<file path="config.mk">
export PLATFORM = sky130hd
export DESIGN_NAME = raster_timing_irq_register_file_flat
export DESIGN_NICKNAME = d
export VERILOG_FILES = /design/src/rtl/rtf_pkg.sv /design/src/rtl/rtf_if.sv /design/src/rtl/raster_timing_irq_register_file.sv /design/src/rtl/rtf_beam.sv /design/src/rtl/rtf_bank.sv /design/src/flat_wrapper.sv
export SDC_FILE = /design/constraint.sdc
export NUM_CORES = 1
export LEC_CHECK = 0
export ABC_AREA = 1
export ABC_CLOCK_PERIOD_IN_PS = 7350
export BUFFER_PORTS_ARGS = -buffer_cell sky130_fd_sc_hd__buf_2
export CAP_MARGIN = 25
export CELL_PAD_IN_SITES_DETAIL_PLACEMENT = 0
export CELL_PAD_IN_SITES_GLOBAL_PLACEMENT = 1
export CORE_MARGIN = 5
export CORE_UTILIZATION = 50
export CTS_CLUSTER_SIZE = 28
export DETAILED_ROUTE_END_ITERATION = 8
export GPL_TIMING_DRIVEN = 0
export PLACE_DENSITY = 0.89
export SLEW_MARGIN = 20
export SYNTH_ARGS = -nofsm -noshare
export SYNTH_HDL_FRONTEND = slang
export SYNTH_SLANG_ARGS = --single-unit
</file>
<file path="constraint.sdc">
create_clock -name i_clk -period 7.35 [get_ports i_clk]
set_input_delay 1.47 -clock i_clk [delete_from_list [all_inputs] [get_ports i_clk]]
set_output_delay 1.47 -clock i_clk [all_outputs]
set_load 0.01 [all_outputs]
</file>
<file path="src/rtl/rtf_pkg.sv">
package rtf_pkg;

    localparam int unsigned CYCLES_PER_ROW = 65;
    localparam int unsigned ROWS_PER_FRAME = 263;

    localparam int unsigned CYC_W  = 7;
    localparam int unsigned LINE_W = 9;
    localparam int unsigned OFF_W  = 6;

    localparam logic [CYC_W-1:0]  CYC_LAST  = CYC_W'(CYCLES_PER_ROW - 1);
    localparam logic [LINE_W-1:0] LINE_LAST = LINE_W'(ROWS_PER_FRAME - 1);

    localparam int unsigned BANK_DEPTH = 47;

    localparam logic [OFF_W-1:0] BANK_SIZE   = 6'h2F;
    localparam logic [OFF_W-1:0] OFF_CR1     = 6'h11;
    localparam logic [OFF_W-1:0] OFF_RASTER  = 6'h12;
    localparam logic [OFF_W-1:0] OFF_CR2     = 6'h16;
    localparam logic [OFF_W-1:0] OFF_MEMPTR  = 6'h18;
    localparam logic [OFF_W-1:0] OFF_STATUS  = 6'h19;
    localparam logic [OFF_W-1:0] OFF_ENABLE  = 6'h1A;
    localparam logic [OFF_W-1:0] OFF_COLL_SS = 6'h1E;
    localparam logic [OFF_W-1:0] OFF_COLL_SB = 6'h1F;
    localparam logic [OFF_W-1:0] OFF_BORDER  = 6'h20;
    localparam logic [OFF_W-1:0] OFF_BACK0   = 6'h21;

    localparam logic [7:0] CR1_RESET   = 8'h1B;
    localparam logic [7:0] IRQ_SET     = 8'h81;
    localparam logic [7:0] HIGH_READ   = 8'hFF;

    typedef enum logic [1:0] {
        OP_TICK  = 2'd0,
        OP_READ  = 2'd1,
        OP_WRITE = 2'd2,
        OP_NONE  = 2'd3
    } t_op;

    typedef struct packed {
        logic [LINE_W-1:0] line;
        logic              eol;
        logic              wrap;
    } t_beam_stat;

    function automatic logic [7:0] bank_default(input logic [OFF_W-1:0] off);
        logic [7:0] v;
        case (off)
            OFF_CR2:    v = 8'h08;
            OFF_MEMPTR: v = 8'h14;
            OFF_BORDER: v = 8'h0E;
            OFF_BACK0:  v = 8'h06;
            default:    v = 8'h00;
        endcase
        return v;
    endfunction

endpackage

</file>
<file path="src/rtl/rtf_if.sv">
interface rtf_in_if;
    logic        valid;
    logic        ready;
    logic [1:0]  opcode;
    logic [15:0] address;
    logic [7:0]  write_data;

    modport source (output valid, output opcode, output address, output write_data,
                    input ready);
    modport sink   (input valid, input opcode, input address, input write_data,
                    output ready);
endinterface

interface rtf_out_if;
    logic       valid;
    logic       ready;
    logic [7:0] read_data;
    logic       irq_pulse;
    logic       frame_done;

    modport source (output valid, output read_data, output irq_pulse, output frame_done,
                    input ready);
    modport sink   (input valid, input read_data, input irq_pulse, input frame_done,
                    output ready);
endinterface

</file>
<file path="src/rtl/raster_timing_irq_register_file.sv">
// Latency: a beat's result is presented on the cycle after it is accepted.
// Throughput: one beat per cycle; ready drops only while a result is held unclaimed.
// The bank memory has one write and one registered read port, used at most once per beat.
// Reset: synchronous active low; beam counters clear, registers take power-on
// defaults at once through per-entry valid bits, no clearing pass.
module raster_timing_irq_register_file
    import rtf_pkg::*;
(
    input  logic  i_clk,
    input  logic  i_rst_n,
    rtf_in_if.sink    i_in,
    rtf_out_if.source o_out
);

    logic             acc;
    t_op              op;
    logic [OFF_W-1:0] off;
    logic             in_bank, special;
    logic             acc_tick, acc_rd, acc_wr;
    logic             mem_rd, mem_wr;
    logic             match;
    t_beam_stat       beam;

    logic [7:0] r_cr1, n_cr1;
    logic [7:0] r_rcmp, n_rcmp;
    logic [7:0] r_status, n_status;
    logic [7:0] r_enable, n_enable;
    logic [7:0] r_coll_ss, n_coll_ss;
    logic [7:0] r_coll_sb, n_coll_sb;

    logic       r_valid;
    logic       r_use_mem, n_use_mem;
    logic [7:0] r_rd, n_rd;
    logic       r_irq, r_done;
    logic [7:0] mem_q;

    assign op  = t_op'(i_in.opcode);
    assign off = i_in.address[OFF_W-1:0];
    assign acc = i_in.valid && i_in.ready;

    assign i_in.ready = !r_valid || o_out.ready;

    assign acc_tick = acc && (op == OP_TICK);
    assign acc_rd   = acc && (op == OP_READ);
    assign acc_wr   = acc && (op == OP_WRITE);

    assign in_bank = (off < BANK_SIZE);
    assign special = (off == OFF_CR1) || (off == OFF_RASTER) || (off == OFF_STATUS) ||
                     (off == OFF_ENABLE) || (off == OFF_COLL_SS) || (off == OFF_COLL_SB);

    assign mem_rd = acc_rd && in_bank && !special;
    assign mem_wr = acc_wr && in_bank && !special;

    assign match = beam.eol && (beam.line == {r_cr1[7], r_rcmp}) && r_enable[0];

    rtf_beam u_beam (
        .i_clk  (i_clk),
        .i_rst_n(i_rst_n),
        .i_adv  (acc_tick),
        .o_stat (beam)
    );

    rtf_bank u_bank (
        .i_clk  (i_clk),
        .i_rst_n(i_rst_n),
        .i_rd_en(mem_rd),
        .i_wr_en(mem_wr),
        .i_addr (off),
        .i_wdata(i_in.write_data),
        .o_rdata(mem_q)
    );

    always_comb begin
        n_cr1     = r_cr1;
        n_rcmp    = r_rcmp;
        n_status  = r_status;
        n_enable  = r_enable;
        n_coll_ss = r_coll_ss;
        n_coll_sb = r_coll_sb;
        n_rd      = 8'h00;
        n_use_mem = 1'b0;
        if (acc_tick && match) begin
            n_status = r_status | IRQ_SET;
        end
        if (acc_rd) begin
            if (!in_bank) begin
                n_rd = HIGH_READ;
            end else begin
                case (off)
                    OFF_CR1:     n_rd = {beam.line[8], r_cr1[6:0]};
                    OFF_RASTER:  n_rd = beam.line[7:0];
                    OFF_STATUS: begin
                        n_rd     = r_status;
                        n_status = 8'h00;
                    end
                    OFF_ENABLE:  n_rd = r_enable;
                    OFF_COLL_SS: begin
                        n_rd      = r_coll_ss;
                        n_coll_ss = 8'h00;
                    end
                    OFF_COLL_SB: begin
                        n_rd      = r_coll_sb;
                        n_coll_sb = 8'h00;
                    end
                    default:     n_use_mem = 1'b1;
                endcase
            end
        end
        if (acc_wr) begin
            case (off)
                OFF_CR1:     n_cr1     = i_in.write_data;
                OFF_RASTER:  n_rcmp    = i_in.write_data;
                OFF_STATUS:  n_status  = r_status & ~i_in.write_data;
                OFF_ENABLE:  n_enable  = i_in.write_data;
                OFF_COLL_SS: n_coll_ss = i_in.write_data;
                OFF_COLL_SB: n_coll_sb = i_in.write_data;
                default:     ;
            endcase
        end
    end

    always_ff @(posedge i_clk) begin
        if (!i_rst_n) begin
            r_cr1     <= CR1_RESET;
            r_rcmp    <= 8'h00;
            r_status  <= 8'h00;
            r_enable  <= 8'h00;
            r_coll_ss <= 8'h00;
            r_coll_sb <= 8'h00;
            r_valid   <= 1'b0;
        end else begin
            r_cr1     <= n_cr1;
            r_rcmp    <= n_rcmp;
            r_status  <= n_status;
            r_enable  <= n_enable;
            r_coll_ss <= n_coll_ss;
            r_coll_sb <= n_coll_sb;
            if (acc) begin
                r_valid <= 1'b1;
            end else if (o_out.ready) begin
                r_valid <= 1'b0;
            end
        end
    end

    always_ff @(posedge i_clk) begin
        if (acc) begin
            r_rd      <= n_rd;
            r_use_mem <= n_use_mem;
            r_irq     <= acc_tick && match;
            r_done    <= acc_tick && beam.wrap;
        end
    end

    assign o_out.valid      = r_valid;
    assign o_out.read_data  = r_use_mem ? mem_q : r_rd;
    assign o_out.irq_pulse  = r_irq;
    assign o_out.frame_done = r_done;

    a_irq_no_data: assert property (@(posedge i_clk) disable iff (!i_rst_n)
        (o_out.valid && (o_out.irq_pulse || o_out.frame_done)) |-> (o_out.read_data == 8'h00))
        else $error("tick result carries read data");

    a_irq_sets_status: assert property (@(posedge i_clk) disable iff (!i_rst_n)
        (acc_tick && match) |=> (r_status[7] && r_status[0]))
        else $error("raster interrupt not latched in status");

    a_wrap_to_zero: assert property (@(posedge i_clk) disable iff (!i_rst_n)
        (acc_tick && beam.wrap) |=> (beam.line == '0))
        else $error("beam did not wrap to line zero");

    a_line_in_frame: assert property (@(posedge i_clk) disable iff (!i_rst_n)
        beam.line <= LINE_LAST)
        else $error("beam line beyond frame");

endmodule

</file>
<file path="src/rtl/rtf_beam.sv">
module rtf_beam
    import rtf_pkg::*;
(
    input  logic       i_clk,
    input  logic       i_rst_n,
    input  logic       i_adv,
    output t_beam_stat o_stat
);

    logic [CYC_W-1:0]  r_cycle, n_cycle;
    logic [LINE_W-1:0] r_line, n_line;

    assign o_stat.line = r_line;
    assign o_stat.eol  = (r_cycle == CYC_LAST);
    assign o_stat.wrap = o_stat.eol && (r_line == LINE_LAST);

    always_comb begin
        n_cycle = r_cycle;
        n_line  = r_line;
        if (i_adv) begin
            if (o_stat.eol) begin
                n_cycle = '0;
                n_line  = o_stat.wrap ? '0 : r_line + LINE_W'(1);
            end else begin
                n_cycle = r_cycle + CYC_W'(1);
            end
        end
    end

    always_ff @(posedge i_clk) begin
        if (!i_rst_n) begin
            r_cycle <= '0;
            r_line  <= '0;
        end else begin
            r_cycle <= n_cycle;
            r_line  <= n_line;
        end
    end

endmodule

</file>
<file path="src/rtl/rtf_bank.sv">
module rtf_bank
    import rtf_pkg::*;
(
    input  logic             i_clk,
    input  logic             i_rst_n,
    input  logic             i_rd_en,
    input  logic             i_wr_en,
    input  logic [OFF_W-1:0] i_addr,
    input  logic [7:0]       i_wdata,
    output logic [7:0]       o_rdata
);

    logic [7:0]            r_mem [BANK_DEPTH];
    logic [BANK_DEPTH-1:0] r_vld;
    logic [7:0]            r_q;
    logic [7:0]            r_dflt;
    logic                  r_q_vld;

    assign o_rdata = r_q_vld ? r_q : r_dflt;

    always_ff @(posedge i_clk) begin
        if (i_wr_en) begin
            r_mem[i_addr] <= i_wdata;
        end
        if (i_rd_en) begin
            r_q    <= r_mem[i_addr];
            r_dflt <= bank_default(i_addr);
        end
    end

    always_ff @(posedge i_clk) begin
        if (!i_rst_n) begin
            r_vld   <= '0;
            r_q_vld <= 1'b0;
        end else begin
            if (i_rd_en) begin
                r_q_vld <= r_vld[i_addr];
            end
            if (i_wr_en) begin
                r_vld[i_addr] <= 1'b1;
            end
        end
    end

endmodule

</file>
<file path="src/flat_wrapper.sv">
// flat-port wrapper written by rule: the top's interface ports become plain ports
module raster_timing_irq_register_file_flat import rtf_pkg::*;
  (i_clk, i_rst_n, i_in_valid, i_in_opcode, i_in_address, i_in_write_data, i_in_ready, o_out_valid, o_out_read_data, o_out_irq_pulse, o_out_frame_done, o_out_ready);
  rtf_in_if i_in_i ();
  rtf_out_if o_out_i ();
  input  logic i_clk;
  input  logic i_rst_n;
  input wire logic [$bits(i_in_i.valid)-1:0] i_in_valid;
  input wire logic [$bits(i_in_i.opcode)-1:0] i_in_opcode;
  input wire logic [$bits(i_in_i.address)-1:0] i_in_address;
  input wire logic [$bits(i_in_i.write_data)-1:0] i_in_write_data;
  output wire logic [$bits(i_in_i.ready)-1:0] i_in_ready;
  output wire logic [$bits(o_out_i.valid)-1:0] o_out_valid;
  output wire logic [$bits(o_out_i.read_data)-1:0] o_out_read_data;
  output wire logic [$bits(o_out_i.irq_pulse)-1:0] o_out_irq_pulse;
  output wire logic [$bits(o_out_i.frame_done)-1:0] o_out_frame_done;
  input wire logic [$bits(o_out_i.ready)-1:0] o_out_ready;
  assign i_in_i.valid = i_in_valid;
  assign i_in_i.opcode = i_in_opcode;
  assign i_in_i.address = i_in_address;
  assign i_in_i.write_data = i_in_write_data;
  assign i_in_ready = i_in_i.ready;
  assign o_out_valid = o_out_i.valid;
  assign o_out_read_data = o_out_i.read_data;
  assign o_out_irq_pulse = o_out_i.irq_pulse;
  assign o_out_frame_done = o_out_i.frame_done;
  assign o_out_i.ready = o_out_ready;
  raster_timing_irq_register_file u_core (.i_clk(i_clk), .i_rst_n(i_rst_n), .i_in(i_in_i), .o_out(o_out_i));
endmodule
</file>
Yosys cells after proc, flatten, opt, wreduce, memory -nomap -nowiden --
Memory sizes are Yosys's and may differ from the RTL's. A register that Yosys moved wholly into a read port is not among the register bits. Index checks and enable logic that the tools add are counted.
Word-level totals: register bits after elaboration 132, memory bits (writable) 376, bits of input ports 30, output and inout bits 12, word-level logic and storage cells 102, memories 1
Memories:
- u_core.u_bank.r_mem | words 47, width 8, rd ports 1, clocked after memory_dff 1, wr ports 1, RTL line rtf_bank.sv:13 | logic [7:0] r_mem [BANK_DEPTH];
Operators by class: $add $sub $neg 2, $lt $le $gt $ge 3, equal/unequal tests 15, muxes and demuxes 32, bitwise gates (word level) 3, reduce and logical (&&, ||, !) cells 30
Operator list (count):
- 8-bit two-way mux | 19
- 6-bit by 5-bit equality test with 1-bit output, second input constant | 8
- 8-bit one-hot mux with 6 select lines | 1
- 47-bit OR | 1
- 5-bit one-hot mux with 4 select lines | 1
- 1-bit logical AND | 14
- 6-bit equality test, second input constant | 2
- 2-bit AND reduction | 5
- 9-bit by 1-bit adder with 9-bit output, second input constant | 1
- 9-bit equality test | 1
- 9-bit equality test, second input constant | 1
- 9-bit two-way mux | 1
- 8-bit bitwise AND | 1
- 8-bit NOT | 1
- 7-bit by 1-bit adder with 7-bit output, second input constant | 1
- 7-bit equality test, second input constant | 1
- 6-bit by 7-bit less-than comparator with 1-bit output, second input constant | 1
- 1-bit two-way mux | 7
- 7-bit two-way mux | 1
- 1-bit binary-select mux with 6-bit select | 1
- 1-bit demux with 6-bit select | 1
- 6-bit by 1-bit >= comparator with 1-bit output, second input constant | 1
- 1-bit logical OR | 6
- 6-bit less-than comparator, second input constant | 1
- other kinds (6) | 7

Longest topological paths before layout --
Gate-level depths: netlist (run 1).
word-level depth 11, mapped depth 13, gate-level depth less buffers 12

Modules after synthesis --
From an unflattened synthesis (run 1), not the netlist that was laid out.
Unflattened totals: cell total of the unflattened synthesis 2226, area, all modules 21770.9 µm²
Modules (own cells, without submodules):
- rtf_bank | times used 1, cells an instance 1666, area an instance 17625.7 µm², seq. area each 12612.1 µm²
- raster_timing_irq_register_file | times used 1, cells an instance 420, area an instance 3178.0 µm², seq. area each 1311.3 µm²
- rtf_beam | times used 1, cells an instance 140, area an instance 967.2 µm², seq. area each 320.3 µm²

Worst setup path before layout (run 1) --
OpenSTA, ideal clock, no wires.
path kind in2reg, start in o_out_ready, end mem u_core.u_bank.r_mem[10][0], enable pin, library setup time 0.383 ns, data arrival time 3.117 ns, required time 6.967 ns, setup slack 3.850 ns, stages on the path 8, buffers on the path 0, cells stage by stage inv_1 nand2_2 nand2_1 inv_2 nand3_1 nor2_1 nand3_4 nor3_1
On the way: cells in the longest elaborated chain, start to end 7
RTL lines:
- start: declaration | RTL line flat_wrapper.sv:17 | input wire logic [$bits(o_out_i.ready)-1:0] o_out_ready;
- 1-bit logical OR | RTL line raster_timing_irq_register_file.sv:41 | assign i_in.ready = !r_valid || o_out.ready;
- named net i_in_ready | RTL line flat_wrapper.sv:12 | output wire logic [$bits(i_in_i.ready)-1:0] i_in_ready;
- 1-bit logical AND | RTL line raster_timing_irq_register_file.sv:39 | assign acc = i_in.valid && i_in.ready;
- named net u_core.acc | RTL line raster_timing_irq_register_file.sv:15 | logic acc;
- 1-bit logical AND | RTL line raster_timing_irq_register_file.sv:45 | assign acc_wr = acc && (op == OP_WRITE);
- 1-bit logical AND (2 in series) | RTL line raster_timing_irq_register_file.sv:52 | assign mem_wr = acc_wr && in_bank && !special;
- 1-bit two-way mux | RTL line rtf_bank.sv:22 | if (i_wr_en) begin
- 1-bit two-way mux (implied by the code) | RTL line rtf_bank.sv:23 | r_mem[i_addr] <= i_wdata;
- end: declaration | RTL line rtf_bank.sv:13
The timed path passes the listed nets, and every way through them passes these cells.

Worst setup path after layout (run 1) --
start in o_out_ready, end mem u_core.u_bank.r_mem[42][5], enable pin
On the way: cells in the longest elaborated chain, start to end 7
RTL lines (RTL line):
- 1-bit logical OR | raster_timing_irq_register_file.sv:41
- 1-bit logical AND | raster_timing_irq_register_file.sv:39
- named net u_core.acc | raster_timing_irq_register_file.sv:15
- 1-bit logical AND | raster_timing_irq_register_file.sv:45
- 1-bit logical AND (2 in series) | raster_timing_irq_register_file.sv:52
- 1-bit two-way mux | rtf_bank.sv:22
- 1-bit two-way mux (implied by the code) | rtf_bank.sv:23
The timed path passes the listed nets, and every way through them passes these cells.

==> flow_summary.yaml, run 1 <==
timing:
  fin_tns_setup_ns: 0
  max_slew.worst_pin.slew_ns: 1.06
  maxSlewHeadroom: 0.297
  post-route-min-period_ns: 3.68
  slew_viol_final: 0
  period_share: 0.501
  setup_viol: 0
  final_hold_viol_count: 0
  setup_ws_ns: 3.67
  finClkSkew_ns: 0.0292
  fmax_mhz: 272
  rsz0062_at_grt: "no"
clock_network:
  clk_pin_slew_ns: 0.06
  insertion_delay_ns: 0.60
  cts.path.max_buffers: 3
  cts_resized: 0
  cts_root_buf: "clkbuf_16"
  cts_tree: "done"
  htree_levels: 2
  clkSinkCount: 512
  cts_hold_buffers: 0
  numCtsBuffers: 51
  post_cts_buffers: 0
critical_path:
  cp.required_ns: 7.54
  cp_max_fo: 15
  cp-start-kind: "input pin"
  critPathSlowestCell: "nor2_1"
  cp.arrival_ns: 3.87
  worst_path_largest_cell_delay_ns: 0.79
  crit_path_end_kind: "flip-flop"
  path_cells: "buf_2 -> inv_1 -> nand2_2 -> nand2_1 -> inv_2 -> nand3_1 -> nor2_1 -> nand3_4 -> inv_2 -> nand2_1 -> nor2_1"
  cp_num_buf_inv: 4
  crit_type: "in2reg"
  cp_top_family: "simple AND/OR/NAND/NOR gates"
power_and_ir_drop:
  fin_total_pwr_mw: 5.94
  swShare: 0.223
  ir_drop_mv: 0.190
  p_int_mw: 4.61
  p_leak_nw: 8.75
  power_frac_seq: 0.532
  combPwrFrac: 0.053
  netSwitchingPower_mw: 1.33
  p_per_area_nw_per_um2: 257
  clockPowerShare: 0.415
synthesis:
  yosysTopAreaCell: "edfxtp_1"
  synthCells: 1876
  syn_area_um2: 20500
  synthFlopType: "edfxtp_1"
  ys_seq_area_frac: 0.693
  synth-edff-count: 399
  async_reset_ff_frac: 0
  synthTopCellsByArea: "edfxtp_1 58%, dfxtp_1 11%, nand2_1 11%"
  ys_ff_latch: 512
  syn_avg_cell_area_um2: 11.0
  yosysMostFrequentCell: "nand2_1"
  synth_common_cells: "576 x nand2_1, 399 x edfxtp_1, 143 x inv_1"
  synth_top_area_share: 0.583
  yosysWarnings: 0
  synth_cell_types: 37
global_routing:
  grt.total_usage: 0.245
  grt_overflow_total: 0
  grt_max_degree: 51
  antenna_found_initial: 0
  grt_pass1_wl_um: 83600
  grt_pass1_vias: 13943
placement:
  port_buffers: 27
  dp.final_hpwl_um: 37600
  dpl_worst_slack_ns: 3.13
  numPlacedInstances: 2484
  place_congestion: 0.939
routing:
  postRouteAntennaNets: 0
  drtPass1Iterations: 6
  num_vias: 14675
  drtIter0Drc: 2089
  drcViolationCount: 0
  avgRoutedWirePerCell_um: 21.6
  via_per_inst: 5.70
  drt_wl_total_um: 55700
hold_path:
  hp-class: "reg2reg"
die:
  die_w_um: 213
  initial_core_util: 0.504
  fp.coreArea_um2: 40700
  io_pins: 42
  die_h_um: 213
  dieArea_um2: 45200
  rows: 74
cells_and_area:
  instances_no_fill: 2575
  diodes: 0
  layout-drive-gt1-share: 0.0793
  nets: 2041
  area_delta_synth_final_pct: 12.6
status:
  status: "finished clean"
job:
  drv_cap: 0
==> routing by layer <==
layer | vias up | share of wire | global-route usage
li1 | 6711 | - | -
met1 | 7014 | 0.41 | 0.353
met4 | 0 | 0.036 | 0.0825
met5 | - | 0 | 0
met3 | 140 | 0.095 | 0.0372
met2 | 810 | 0.46 | 0.388
==> cell families after synthesis <==
| logic type | after synthesis | share of synthesized area |
|---|---|---|
| xor gates and xnor gates | 10 | 0.00426 |
| DFF | 512 | 0.693 |
| adders and majority gates | 4 | 0.00244 |
| AOI/OAI and AO/OA | 339 | 0.100 |
| other | 1 | 0.000183 |
| and+or+nand+nor | 773 | 0.155 |
| buffers and inverters | 237 | 0.0448 |
==> area by class of cell <==
cell class,count,area (um^2)
Multi-Input combinational cell,1174,5570
Fill cell,3402,17600
Timing Repair Buffer,31,190
Tap cell,532,666
Inverter,160,601
Sequential cell,512,14200
Clock buffer,71,1390
Clock inverter,18,165
Buffer,77,320
==> worst register-to-register path, delay by kind of cell, from the launching register on <==
family | cells | cell delay [ns]
and+or+nand+nor | 7 | 1.82
DFF | 1 | 0.32
buffers and inverters | 2 | 0.48
==> cells in the final DEF, fill, tap and decap left out, types with 3 or more instances in the layout <==
| cell | instances |
|---|---|
| nand2_1 | 576 |
| edfxtp_1 | 399 |
| inv_1 | 143 |
| a22oi_1 | 128 |
| dfxtp_1 | 113 |
| a21oi_1 | 101 |
| o21ai_0 | 77 |
| nor2_1 | 73 |
| clkbuf_1 | 65 |
| nand3_1 | 52 |
| clkbuf_16 | 51 |
| buf_2 | 49 |
| conb_1 | 48 |
| nand4_1 | 32 |
| inv_2 | 14 |
| nor2_2 | 10 |
| o21ai_1 | 10 |
| o211ai_1 | 10 |
| clkinv_1 | 9 |
| nor3_1 | 8 |
| xor2_1 | 6 |
| clkinv_2 | 6 |
| nand2_2 | 5 |
| buf_1 | 5 |
| nor2_4 | 5 |
| a31oi_1 | 5 |
| xnor2_1 | 4 |
| a211oi_1 | 4 |
| ha_1 | 4 |
| clkbuf_8 | 4 |
| buf_4 | 3 |
| o22ai_1 | 3 |
| or2_2 | 3 |
==> power by group through the flow <==
stage | combinational, mW | sequential [mW] | clock (mW)
floorplan | 0.163 | 3.22 | 0
global placement | 0.300 | 3.22 | 0
detailed placement | 0.306 | 3.22 | 0
CTS | 0.308 | 3.16 | 2.47
global route | 0.339 | 3.16 | 2.62
finish | 0.316 | 3.16 | 2.47
==> metrics by stage <==
stage	cell area [um^2]	utilization	hold slack, ns
2_1_floorplan	20700	-	0.407
3_3_place_gp	21500	0.528	0.414
3_5_place_dp	21500	0.529	0.418
4_1_cts	23100	0.567	0.427
5_1_grt	23100	0.568	0.450
6_report	23100	0.568	0.426
==> flip-flops by register name, summed over array words and instances (netlist names), 4 cells and up <==
| register | count |
|---|---|
| u_core.u_bank.r_mem | 376 |
| u_core.u_beam.r_line | 9 |
| u_core.u_beam.r_cycle | 7 |
| u_core.r_coll_sb | 8 |
| u_core.u_bank.r_dflt | 4 |
| u_core.r_rcmp | 8 |
| u_core.r_cr1 | 8 |
| u_core.u_bank.r_vld | 47 |
| u_core.u_bank.r_q | 8 |
| u_core.r_enable | 8 |
| u_core.r_status | 8 |
| u_core.r_rd | 8 |
| u_core.r_coll_ss | 8 |
==> path summary, 6_finish.rpt <==
check                           slack [ns]                                    to  depth (start not counted)                                  from
worst min register to register        0.43  u_core.u_bank.r_vld[17]$_SDFFE_PN0P_                          2  u_core.u_bank.r_vld[17]$_SDFFE_PN0P_
worst max register to register        4.32  u_core.u_bank.r_mem[42][5]$_DFFE_PP_                          9       u_core.o_out.valid$_SDFFE_PN0P_
worst min-delay path                  0.43  u_core.u_bank.r_vld[17]$_SDFFE_PN0P_                          2  u_core.u_bank.r_vld[17]$_SDFFE_PN0P_
worst max-delay path                  3.67  u_core.u_bank.r_mem[42][5]$_DFFE_PP_                         11                           o_out_ready
No activity file was read; power rests on OpenSTA's default activity.
==> inputs of run 2 (changes only) <==
--- a/config.mk
+++ b/config.mk
@@ -5,8 +5,8 @@
 export SDC_FILE = /design/constraint.sdc
 export NUM_CORES = 1
 export LEC_CHECK = 0
-export ABC_AREA = 1
-export ABC_CLOCK_PERIOD_IN_PS = 7350
+export ABC_AREA = 0
+export ABC_CLOCK_PERIOD_IN_PS = 3900
 export BUFFER_PORTS_ARGS = -buffer_cell sky130_fd_sc_hd__buf_2
 export CAP_MARGIN = 25
 export CELL_PAD_IN_SITES_DETAIL_PLACEMENT = 0
@@ -16,7 +16,7 @@
 export CTS_CLUSTER_SIZE = 28
 export DETAILED_ROUTE_END_ITERATION = 8
 export GPL_TIMING_DRIVEN = 0
-export PLACE_DENSITY = 0.89
+export PLACE_DENSITY = 0.85
 export SLEW_MARGIN = 20
 export SYNTH_ARGS = -nofsm -noshare
 export SYNTH_HDL_FRONTEND = slang
==> constraint.sdc (replaced) <==
create_clock -name i_clk -period 3.9 [get_ports i_clk]
set_input_delay 0.78 -clock i_clk [delete_from_list [all_inputs] [get_ports i_clk]]
set_output_delay 0.78 -clock i_clk [all_outputs]
set_load 0.01 [all_outputs]
==> run 2 against run 1 <==
Against the previous run: synthesized cell count down 32%; area after synthesis shrank 0.80%; highest routed layer unchanged; register-to-register slack lost 3.5 ns; the flow now finishes with violations (negative setup slack); non-clock buffer count increased by 27; global-route usage is 1.8 points lower; combinational power up 92%; utilization grew 0.79 points.
==> flow_summary.yaml, run 2 <==
timing:
  rsz0062_at_grt: "yes"
  setup_ws_ns: -0.0852
  post-route-min-period_ns: 3.99
  maxSlewHeadroom: 0.307
  period_share: 1.02
  setup_viol: 40
  slew_viol_final: 0
  finClkSkew_ns: 0.0305
  fmax_mhz: 251
  final_hold_viol_count: 0
  max_slew.worst_pin.slew_ns: 1.04
routing:
  avgRoutedWirePerCell_um: 25.1
  via_per_inst: 6.05
  drcViolationCount: 0
  drt_wl_total_um: 50500
  num_vias: 12163
  drtIter0Drc: 1249
  drtPass1Iterations: 6
  postRouteAntennaNets: 0
clock_network:
  cts_resized: 0
  cts_hold_buffers: 0
  cts.path.max_buffers: 3
  clkSinkCount: 512
  cts_root_buf: "clkbuf_16"
  post_cts_buffers: 0
  cts_tree: "done"
  clk_pin_slew_ns: 0.06
  htree_levels: 2
  insertion_delay_ns: 0.61
  numCtsBuffers: 49
synthesis:
  synth-edff-count: 399
  synthFlopType: "edfxtp_1"
  ys_ff_latch: 512
  syn_area_um2: 20400
  synthTopCellsByArea: "edfxtp_1 59%, mux4_2 11%, dfxtp_1 11%"
  yosysTopAreaCell: "edfxtp_1"
  yosysMostFrequentCell: "edfxtp_1"
  synth_cell_types: 54
  synth_common_cells: "399 x edfxtp_1, 113 x dfxtp_1, 104 x mux4_2"
  syn_avg_cell_area_um2: 15.9
  synth_top_area_share: 0.588
  synthCells: 1285
  yosysWarnings: 0
  async_reset_ff_frac: 0
  ys_seq_area_frac: 0.699
cells_and_area:
  final_cell_mix: "399 x edfxtp_1, 113 x dfxtp_1, 104 x mux4_2"
  fill_cells: 3139
  layout-drive-gt1-share: 0.193
  largest_register_ffs: 376
  nets: 1471
  area_delta_synth_final_pct: 14.6
  layout_commonest_cell: "edfxtp_1"
  final_area_um2: 23400
  reg_top3: "u_core.u_bank.r_mem x376, u_core.u_bank.r_vld x47, u_core.u_beam.r_line x9"
  regMostFlops: "u_core.u_bank.r_mem"
  diodes: 0
global_routing:
  grt_max_degree: 54
  grt_pass1_vias: 12030
  grt_pass1_wl_um: 75300
  antenna_found_initial: 1
  grt_overflow_total: 0
  grt.total_usage: 0.227
placement:
  place_congestion: 0.938
  dp.final_hpwl_um: 32900
  dpl-instance-area_um2: 21600
  port_buffers: 30
power_and_ir_drop:
  ir_drop_mv: 0.430
  p_leak_nw: 7.54
  fin_total_pwr_mw: 11.3
  p_per_area_nw_per_um2: 485
critical_path:
  crit_type: "in2reg"
  cp.arrival_ns: 4.21
  crit_path_end_kind: "flip-flop"
  cp.required_ns: 4.13
  cp_max_fo: 10
  cp-start-kind: "input pin"
die:
  io_pins: 42
  fp.coreArea_um2: 40600
  dieArea_um2: 44900
  initial_core_util: 0.503
  die_w_um: 212
  die_h_um: 212
  rows: 74
status:
  status: "finished with violations"
  violations: "negative setup slack"
hold_path:
  hp-class: "reg2reg"
job:
  drv_cap: 0
==> run 2: layer usage <==
layer  part of all wire  routed length [um]  global-route usage  up-vias
met5                  0                   0                   0        -
li1                   -                   -                   -     5279
met2               0.48               24000               0.362      583
met4              0.037                1850              0.0826        0
met3              0.087                4380              0.0499      116
met1               0.40               20200               0.312     6185
==> run 2: final timing paths <==
| check | from | to | slack (ns) | depth (start not counted) |
|---|---|---|---|---|
| max | i_in_address[2] | u_core.u_bank.r_mem[12][2]$_DFFE_PP_ | -0.09 | 7 |
| min | u_core.r_status[1]$_SDFF_PN0_ | u_core.r_status[1]$_SDFF_PN0_ | 0.43 | 2 |
| max reg2reg | u_core.o_out.valid$_SDFFE_PN0P_ | u_core.u_bank.r_mem[0][6]$_DFFE_PP_ | 0.79 | 6 |
| min reg2reg | u_core.r_status[1]$_SDFF_PN0_ | u_core.r_status[1]$_SDFF_PN0_ | 0.43 | 2 |
==> run 2: logic make-up (layout without fill, tap and decap cells) <==
kind of cell             count (synthesis)  count (layout)  synth area share
flip-flops                             512             512             0.699
AND/OR/NAND/NOR                        327             327            0.0782
AO/OA/AOI/OAI                          171             171            0.0548
multiplexers                           145             145             0.135
buffers and inverters                  102             247            0.0204
XOR/XNOR                                23              23           0.00988
adder cells (fa/ha/maj)                  4               4           0.00246
other                                    1              48          0.000184
==> run 2: final cells by class <==
type                    instances  area [um^2]  area share
plain buffers                  81          338      0.0145
clock buffers                  64         1320      0.0565
clock inverters                27          303      0.0130
inverters                      21         78.8     0.00337
multi-input cells             718         6020       0.258
flip-flops and latches        512        14200       0.610
well taps                     532          666      0.0285
repair buffers                 54          395      0.0169
==> run 2: metrics by stage <==
step	setup slack, ns	util	hold slack [ns]	TNS, ns	std cells
after floorplan	0.572	-	0.409	0	1332
after global placement	-1.24	0.527	0.417	-182.88	1894
after detailed placement	-0.529	0.532	0.418	-65.18	1911
after CTS	0.112	0.572	0.428	0	2002
after global routing	-0.153	0.576	0.444	-4.47	2009
final	-0.0852	0.576	0.431	-1.82	2009
==> run 2: where the power goes <==
group | total (mW) | internal, mW | switching (mW)
clock | 4.78 | 2.74 | 2.04
combinational | 0.607 | 0.203 | 0.405
sequential | 5.95 | 5.93 | 0.0148
total | 11.3 | 8.87 | 2.46
==> run 2: critical path, cell delays in order <==
cell and delay [ns]:
buf_2 0.11, clkbuf_1 0.41, clkbuf_1 0.46, clkbuf_1 0.50, buf_1 0.61, nand2_1 0.46, nor2_1 0.87
